**src/hdl/ldm_pkg.sv**
```systemverilog
// shared types, constants and helpers for the lens distortion map
package ldm_pkg;

  localparam int MAX_ITERATIONS = 50;
  localparam int ITER_W         = $clog2(MAX_ITERATIONS + 1);
  localparam int NUM_REGS       = 7;
  localparam int CFG_IDX_W      = 3;
  localparam int CFG_DATA_W     = 48;

  localparam logic signed [63:0] WORK_LIMIT = 64'sh1FFF_FFFF_FFFF_FFFF;
  localparam logic signed [63:0] Q32_MAX    = 64'sh0000_0000_7FFF_FFFF;
  localparam logic signed [63:0] Q32_MIN    = -64'sh0000_0000_8000_0000;

  // register indexes
  localparam logic [CFG_IDX_W-1:0] REG_PRINCIPAL_X = 3'd0;
  localparam logic [CFG_IDX_W-1:0] REG_PRINCIPAL_Y = 3'd1;
  localparam logic [CFG_IDX_W-1:0] REG_RADIAL_K1   = 3'd2;
  localparam logic [CFG_IDX_W-1:0] REG_RADIAL_K2   = 3'd3;
  localparam logic [CFG_IDX_W-1:0] REG_RADIAL_K3   = 3'd4;
  localparam logic [CFG_IDX_W-1:0] REG_DECENTER_P1 = 3'd5;
  localparam logic [CFG_IDX_W-1:0] REG_DECENTER_P2 = 3'd6;

  // actions
  localparam logic ACT_UNDISTORT = 1'b0;
  localparam logic ACT_DISTORT   = 1'b1;

  // product sequence of one distortion evaluation
  typedef enum logic [3:0] {
    OP_XX, OP_YY, OP_XY, OP_R4, OP_K2, OP_K3,
    OP_XDR, OP_P1X, OP_P2X, OP_YDR, OP_P1Y, OP_P2Y
  } op_e;

  typedef enum logic [2:0] {
    ST_IDLE, ST_ISSUE, ST_WAIT, ST_EVAL, ST_PUSH
  } state_e;

  typedef struct packed {
    logic start;
    logic sh44;
  } mul_req_t;

  function automatic logic signed [31:0] sat32(input logic signed [63:0] v);
    logic signed [63:0] r;
    r = v;
    if (v > Q32_MAX) r = Q32_MAX;
    if (v < Q32_MIN) r = Q32_MIN;
    return r[31:0];
  endfunction

  function automatic logic signed [63:0] clamp_work(input logic signed [63:0] v);
    logic signed [63:0] r;
    r = v;
    if (v > WORK_LIMIT) r = WORK_LIMIT;
    if (v < -WORK_LIMIT) r = -WORK_LIMIT;
    return r;
  endfunction

endpackage

```
**src/hdl/ldm_mul.sv**
```systemverilog
// shared multi-cycle signed multiply, shift, truncate and saturate unit
module ldm_mul import ldm_pkg::*; (
  input  logic                clk_i,
  input  logic                rst_ni,
  input  mul_req_t            req_i,
  input  logic signed [63:0]  a_i,
  input  logic signed [63:0]  b_i,
  output logic                done_o,
  output logic signed [63:0]  res_o
);

  logic [63:0]  ua_q, ub_q;
  logic         neg_q, sh44_q, busy_q, done_q;
  logic [2:0]   step_q;
  logic [127:0] prod_q;
  logic signed [63:0] res_q;

  logic [31:0]  opa, opb;
  logic [63:0]  pp;
  logic [127:0] pp_sh, q_full;
  logic [63:0]  q_sat;

  always_comb begin
    opa    = step_q[1] ? ua_q[63:32] : ua_q[31:0];
    opb    = step_q[0] ? ub_q[63:32] : ub_q[31:0];
    pp     = 64'(opa) * 64'(opb);
    // weight 2^(32*(i+j))
    case (step_q[1:0])
      2'd0:    pp_sh = {64'd0, pp};
      2'd3:    pp_sh = {pp, 64'd0};
      default: pp_sh = {32'd0, pp, 32'd0};
    endcase
    q_full = sh44_q ? (prod_q >> 44) : (prod_q >> 20);
    q_sat  = (q_full > 128'(WORK_LIMIT)) ? 64'(WORK_LIMIT) : q_full[63:0];
  end

  always_ff @(posedge clk_i or negedge rst_ni) begin
    if (!rst_ni) begin
      busy_q <= 1'b0;
      done_q <= 1'b0;
      step_q <= 3'd0;
    end else begin
      done_q <= 1'b0;
      if (!busy_q) begin
        if (req_i.start) begin
          busy_q <= 1'b1;
          step_q <= 3'd0;
        end
      end else if (step_q == 3'd4) begin
        busy_q <= 1'b0;
        done_q <= 1'b1;
      end else begin
        step_q <= step_q + 3'd1;
      end
    end
  end

  always_ff @(posedge clk_i) begin
    if (!busy_q && req_i.start) begin
      ua_q   <= a_i[63] ? 64'(-a_i) : 64'(a_i);
      ub_q   <= b_i[63] ? 64'(-b_i) : 64'(b_i);
      neg_q  <= a_i[63] ^ b_i[63];
      sh44_q <= req_i.sh44;
      prod_q <= '0;
    end else if (busy_q && step_q != 3'd4) begin
      prod_q <= prod_q + pp_sh;
    end else if (busy_q) begin
      res_q  <= neg_q ? -$signed(q_sat) : $signed(q_sat);
    end
  end

  assign done_o = done_q;
  assign res_o  = res_q;

endmodule

```
**config.mk**
```make
export PLATFORM = sky130hd
export DESIGN_NAME = ldm_mul
export DESIGN_NICKNAME = d
export VERILOG_FILES = /design/src/hdl/ldm_pkg.sv /design/src/hdl/ldm_mul.sv
export SDC_FILE = /design/constraint.sdc
export NUM_CORES = 2
export LEC_CHECK = 0
export BUFFER_PORTS_ARGS = -buffer_cell sky130_fd_sc_hd__buf_2
export CORE_MARGIN = 2
export CORE_UTILIZATION = 60
export DETAILED_ROUTE_END_ITERATION = 10
export MAX_ROUTING_LAYER = met4
export PLACE_DENSITY = 0.77
export SLEW_MARGIN = 5
export SYNTH_ARGS = -nofsm -noshare
export SYNTH_HDL_FRONTEND = slang
export SYNTH_SLANG_ARGS = --single-unit
```
**constraint.sdc**
```tcl
create_clock -name clk_i -period 21.5 [get_ports clk_i]
set_input_delay 4.3 -clock clk_i [delete_from_list [all_inputs] [get_ports clk_i]]
set_output_delay 4.3 -clock clk_i [all_outputs]
set_load 0.01 [all_outputs]
```
; Yosys cells after proc, flatten, opt, wreduce, memory -nomap -nowiden
; Index checks and enable logic that the tools add are counted.
; W data, S select, Z words.
[totals]
word_cells = 48
ramBits = 0
inputBits = 132
latchBits = 0
out_inout_bits = 65
reg_bits = 327
mem_bits_ro = 0
memories = 0
[classes]
bitwise_logic = 3
div = 0
n_reduce_logical = 7
shifts = 0
n_eq_ne = 4
mul = 1
muxes = 16
n_addsub = 5
magnitude_cmp = 1
[op_table]
columns = cell, n
row1 = $pmux W128 S2, 1
row2 = $neg A64 Y64, 3
row3 = $add A128 B128 Y128, 1
row4 = $mux W64, 2
row5 = $mux W63, 2
row6 = $gt A108 B61 Y1 const B, 1
row7 = $mux W108, 1
row8 = $mul A32 B32 Y64, 1
row9 = $mux W32, 2
row10 = $mux W3, 3
row11 = $mux W1, 5
row12 = $add A3 B1 Y3 const B, 1
row13 = $eq A3 B3 Y1 const B, 1
row14 = $ne A3 B3 Y1 const B, 1
row15 = $reduce_and A3 Y1, 1
row16 = $eq A2 B2 Y1 const B, 1
row17 = $logic_and A1 B1 Y1, 2
row18 = $logic_not A2 Y1, 1
row19 = $ne A2 B2 Y1 const B, 1
row20 = $not A1 Y1, 2
row21 = $reduce_and A2 Y1, 1
row22 = $reduce_bool A2 Y1, 1
row23 = $logic_not A1 Y1, 1
row24 = $xor A1 B1 Y1, 1

; Depth between registers and ports, before layout
[depth]
ltp_word = 5
depth_mapped = 49
ltp_nobuf = 44

; Least setup slack after synthesis
; OpenSTA, ideal clock, no wires.
[synth_timing]
path_kind = register to register
start = register step_q[1]
end = register prod_q[113]
stages_incl_launch_ff = 47
path_slack_ns = 9.400
arrival_time_ns = 11.978
synth_period_minus_slack_ns = 12.100
path_cell_list = dfrtp_1 -> clkbuf_1 -> clkbuf_1 -> buf_1 -> mux2i_1 -> clkbuf_1 -> nor2_1 -> fa_1 -> fa_1 -> fa_1 -> inv_1 -> fa_1 -> inv_1 -> fa_1 -> inv_1 -> fa_1 -> inv_1 -> fa_1 -> [11 not listed] -> a31o_2 -> a2111oi_0 -> o31ai_1 -> xnor2_1 -> o31ai_1 -> ha_1 -> and4_1 -> nand2_1 -> nor3_1 -> and2_1 -> nand3_1 -> a21oi_1 -> o21ai_0 -> a21oi_1 -> a31oi_1 -> o21ai_0 -> mux2i_1 -> a221o_1
[synth_between]
elab_chain_len = 4
elab_cells_between_ends = 8
cone_classes = 1 x add/sub / 1 x mul / 2 x eq/ne / 2 x mux / 2 x reduce/logical
[synth_rtl]
columns = element, line_no
row1 = "start, declared", ldm_mul.sv:14  ; logic [2:0] step_q;
row2 = "start signal, assigned", ldm_mul.sv:53  ; step_q <= step_q + 3'd1;
row3 = $mux W32, ldm_mul.sv:24  ; opa = step_q[1] ? ua_q[63:32] : ua_q[31:0];
row4 = $mul A32 B32 Y64, ldm_mul.sv:26  ; pp = 64'(opa) * 64'(opb);
row5 = $pmux W128 S2, ldm_mul.sv:28  ; case (step_q[1:0])
row6 = $add A128 B128 Y128, ldm_mul.sv:66  ; prod_q <= prod_q + pp_sh;
row7 = "end signal, assigned", ldm_mul.sv:66
row8 = "end, declared", ldm_mul.sv:15  ; logic [127:0] prod_q;
; Parallel ways exist; a longest one is shown, timed or not.
; A chain may end at the register's enable or synchronous reset.

; Worst setup path after layout
[layout_timing]
start = register step_q[0]
end = register prod_q[113]
[layout_between]
elab_chain_len = 4
elab_cells_between_ends = 8
cone_classes = 1 x add/sub / 1 x mul / 2 x eq/ne / 2 x mux / 2 x reduce/logical
[layout_rtl]
columns = element, line_no
row1 = $mux W32, ldm_mul.sv:25  ; opb = step_q[0] ? ub_q[63:32] : ub_q[31:0];
row2 = $mul A32 B32 Y64, ldm_mul.sv:26
row3 = $pmux W128 S2, ldm_mul.sv:28
row4 = $add A128 B128 Y128, ldm_mul.sv:66
; Parallel ways exist; a longest one is shown, timed or not.

==> flow_results.org <==
** Status
- The run finished with clean final reports.

** Synthesis
- After synthesis the cells add up to 58,000 um^2.
- A synthesized cell averages 8.52 um^2.
- Area fraction in and, or, nand and nor cells after synthesis :: between 10% and 20%
- Xor/xnor cell area share of the yosys netlist :: roughly 4.8%
- Counting every instance in the synthesized netlist gives just under 7,000.
- The most used flip-flop cell after synthesis is sky130_fd_sc_hd__edfxtp_1.
- Synth cell types :: 84
- Synth Register Bits :: 327
- Largest family of logic cells by synthesized area :: adder cells
- In this run, synthesis inferred ~190 flip-flops with an integrated enable.
- During synthesis, Yosys emitted a total of 0 warnings.
- After synthesis, the share of flip-flops with an asynchronous set or reset is under 10%.
- Fraction of the yosys area taken by sequential cells :: 14.7%
- Area share of fa/ha/maj cells after synthesis :: 39.6%
- Post-Syn Nets :: 8,238
- Summing the areas of all compound-gate instances in the mapped netlist gives 12.3% of the synthesized area.
- Multiplexer fraction of the synthesized cell area :: 3.46%

** Clocking
- Later-pin clock latency in the skew report :: 0.65 ns
- The number of clock buffers added by TritonCTS is approximately 40.
- TritonCTS built the clock tree.
- Post-CTS setup buffer count :: 0
- Total of cells resized after clock tree synthesis :: 0
- Clock sink count :: 327
- H-tree depth :: 2
- Clock-pin slew reported for the worst setup and hold paths after clock tree synthesis :: roughly 0.070 ns
- Count of hold-fix buffers inserted at cts :: 0
- The clock passes through at most 3 buffers.
- The tree is rooted in a sky130_fd_sc_hd__clkbuf_16.

** Timing
- Setup clock skew after layout :: 0.0377 ns
- For this run, the top clock speed supported by timing is 0.0643 GHz.
- Setup repair after global routing left no endpoint under its margin.
- Setup violations remaining at the end of the flow were counted as 0.
- The max-slew violation count was 0.
- Summed over all failing endpoints, the final setup total negative slack is 0 ns.
- After layout, the minimum clock period comes to 15.56 ns.
- Slew at the pin closest to its max-slew limit :: approximately 1.4 ns
- Hold Fails Final Rpt :: 0
- Final Cycle Share :: between 70% and 80%
- Worst max-slew margin expressed relative to the limit :: 8.49%

** Layout
- FF+latch area :: 8520 um^2
- Proportion of layout cells with a drive suffix above 1 :: slightly below 8%
- Fin nets :: 8,244
- Area added between synthesis and finish :: 6.49%
- The layout has 8,195 filler cells.
- Total area of multi-input combinational cells :: 44,800 um^2

** Global route
- The first global-routing pass estimated roughly 320 mm of wire.
- Vias in the first global route :: 50,784
- In the global route stage, overall resource usage came out at 45.3%.
- After global routing the overflow that remains totals 0.
- The number of antenna violations at the first check in global routing was 9.
- Largest net degree at the start of global routing :: 79

** Floorplanning
- Count of standard-cell rows :: roughly 110
- Measured along the y axis, the die boundary spans 315 um.
- Core area :: around 96,000 um^2
- Number of top-level design ports :: 197
- Die boundary width :: 315 um
- The die covers 99,200 um^2.
- The initial utilization of the core area, before any placement, comes to 60.3%.

** Place
- The congestion estimate from routability-driven global placement came to 1.06.
- # port buffers :: 196
- The wire-length estimate of the detail-placed layout is 173 mm.

** Drt
- After detailed routing, the total wire length is 217 mm.
- In the final routed layout, each cell accounts on average for between 20 and 30 um.
- After the first detailed-routing iteration, the DRC count stood at 5,961.
- Vias per inst :: 6.35
- Summing over every cut layer, the via total after detailed routing is 51,629.
- Number of routed nets with antenna violations :: 0
- Number of iterations in the first detailed-routing pass :: 8
- In the routed design, unresolved DRC markers number 0.

** Worst setup path
- The most critical setup path has its startpoint at step_q[0].
- WP data arrival :: 16.07 ns
- Delay contributed by the slowest stage of the critical path :: ~0.96 ns
- STA puts the critical path data required time at 22.01 ns.
- Type of the worst setup path :: reg2reg
- STA classifies the critical path startpoint as a register.
- In this run the critical register-to-register path is launched from step_q[0].
- The worst setup path is captured at a register.
- The most numerous cell type found on the critical path is sky130_fd_sc_hd__fa_1.
- Along the worst path, the maximum fanout reaches 45.
- The slowest stage of the critical path belongs to the cell sky130_fd_sc_hd__a2111oi_0.

** Worst hold path
- In this run the most critical hold path is launched from prod_q[19].
- The tightest min-delay check is of the reg2reg type.

** Flow run
- The tool flagged a number of max-cap violations equal to 0.
per-stage QoR:
step | setup slack (ns) | util, % | hold WS, ns | instances | cell area (um^2)
floorplan | 9.40 | - | 0.434 | 6807 | 58000
global placement | 6.60 | 62.7 | 0.447 | 8045 | 60400
detailed placement | 6.55 | 62.7 | 0.462 | 8046 | 60400
CTS | 6.48 | 64.1 | 0.470 | 8120 | 61800
global route | 5.47 | 64.2 | 0.494 | 8128 | 61800
finish | 5.94 | 64.2 | 0.472 | 8129 | 61800
synthesized netlist by cell type, types with 13 or more instances:
master	instances	area, um^2
sky130_fd_sc_hd__o211ai_1	21	158
sky130_fd_sc_hd__fa_1	897	18000
sky130_fd_sc_hd__nand2b_1	37	231
sky130_fd_sc_hd__or2_2	13	81.3
sky130_fd_sc_hd__a22o_1	48	420
sky130_fd_sc_hd__o21bai_1	43	323
sky130_fd_sc_hd__a31oi_1	30	188
sky130_fd_sc_hd__xor2_1	68	596
sky130_fd_sc_hd__mux2_2	62	698
sky130_fd_sc_hd__xnor2_1	249	2180
sky130_fd_sc_hd__o41ai_1	25	219
sky130_fd_sc_hd__and2_1	66	413
sky130_fd_sc_hd__nor2b_1	20	125
sky130_fd_sc_hd__a211oi_1	14	105
sky130_fd_sc_hd__or3_1	44	275
sky130_fd_sc_hd__o21a_1	28	210
sky130_fd_sc_hd__nand3_1	98	490
sky130_fd_sc_hd__nand4_1	78	488
sky130_fd_sc_hd__o21ai_0	302	1510
sky130_fd_sc_hd__dfxtp_1	128	2560
sky130_fd_sc_hd__and3_1	21	131
sky130_fd_sc_hd__ha_1	402	5030
sky130_fd_sc_hd__buf_1	26	97.6
sky130_fd_sc_hd__a21o_1	123	923
sky130_fd_sc_hd__nor4_1	31	194
sky130_fd_sc_hd__or4_1	21	158
sky130_fd_sc_hd__nor2_1	802	3010
sky130_fd_sc_hd__a21oi_1	349	1750
sky130_fd_sc_hd__nand2_1	834	3130
sky130_fd_sc_hd__clkbuf_1	314	1180
sky130_fd_sc_hd__o31ai_1	57	428
sky130_fd_sc_hd__nor3_1	83	415
sky130_fd_sc_hd__inv_1	985	3700
sky130_fd_sc_hd__edfxtp_1	194	5830
sky130_fd_sc_hd__mux2i_1	123	1230
critical path, delay by kind of cell (launching register included):
kind                     cells  cell delay [ns]
AND/OR/NAND/NOR             11             2.93
flip-flops                   1             0.59
multiplexers                 2             1.06
buffers and inverters        8             1.06
adder cells (fa/ha/maj)     10             4.57
AO/OA/AOI/OAI               13             5.14
layer usage:
metal	share of wire [%]	vias up	track usage (%)
li1	-	22175	-
met4	6.3	0	22.7
met5	0	-	-
met3	13	721	13.6
met2	42	3249	64.6
met1	38	25484	58.7
cells by family (layout without fill, tap and decap cells):
group	count (synthesis)	after routing
and+or+nand+nor	2198	2198
buffers and inverters	1328	1365
adders and majority gates	1299	1299
AOI/OAI and AO/OA	1146	1146
DFF	327	327
xor gates and xnor gates	317	317
muxes	192	192
other	0	9
sequential cells by signal, indices dropped and copies added, names as in the netlist:
signal  count
prod_q    128
res_o      64
ua_q       64
ub_q       64
step_q      3
busy_q      1
done_o      1
neg_q       1
sh44_q      1
cells in the final DEF, fill, tap and decap left out, types with 108 or more instances in the layout:
master,n
sky130_fd_sc_hd__inv_1,985
sky130_fd_sc_hd__fa_1,897
sky130_fd_sc_hd__nand2_1,833
sky130_fd_sc_hd__nor2_1,800
sky130_fd_sc_hd__ha_1,402
sky130_fd_sc_hd__a21oi_1,349
sky130_fd_sc_hd__o21ai_0,301
sky130_fd_sc_hd__xnor2_1,249
sky130_fd_sc_hd__buf_2,196
sky130_fd_sc_hd__edfxtp_1,194
sky130_fd_sc_hd__dfxtp_1,128
sky130_fd_sc_hd__a21o_1,123
sky130_fd_sc_hd__buf_4,108
layout make-up:
class | instances | area share [%]
sequential | 327 | 13.8
multi-input combinational | 5152 | 72.4
tap | 1276 | 2.58
clock inverter | 24 | 0.462
inverter | 986 | 6.00
timing repair buffer | 305 | 2.92
antenna | 9 | 0.0365
clock buffer | 50 | 1.76
path summary, 6_finish.rpt:
check / cells after the start / end / slack [ns]
max: 44 / prod_q[113] / 5.94
min: 2 / prod_q[19] / 0.47
max reg2reg: 44 / prod_q[113] / 5.94
min reg2reg: 2 / prod_q[19] / 0.47
max in group asynchronous: 1 / step_q[1] / 17.60
min in group asynchronous: 1 / busy_q / 3.58
Power is not shown: default switching activity piles up to over one toggle a cycle in this logic, so the estimate is an artifact.
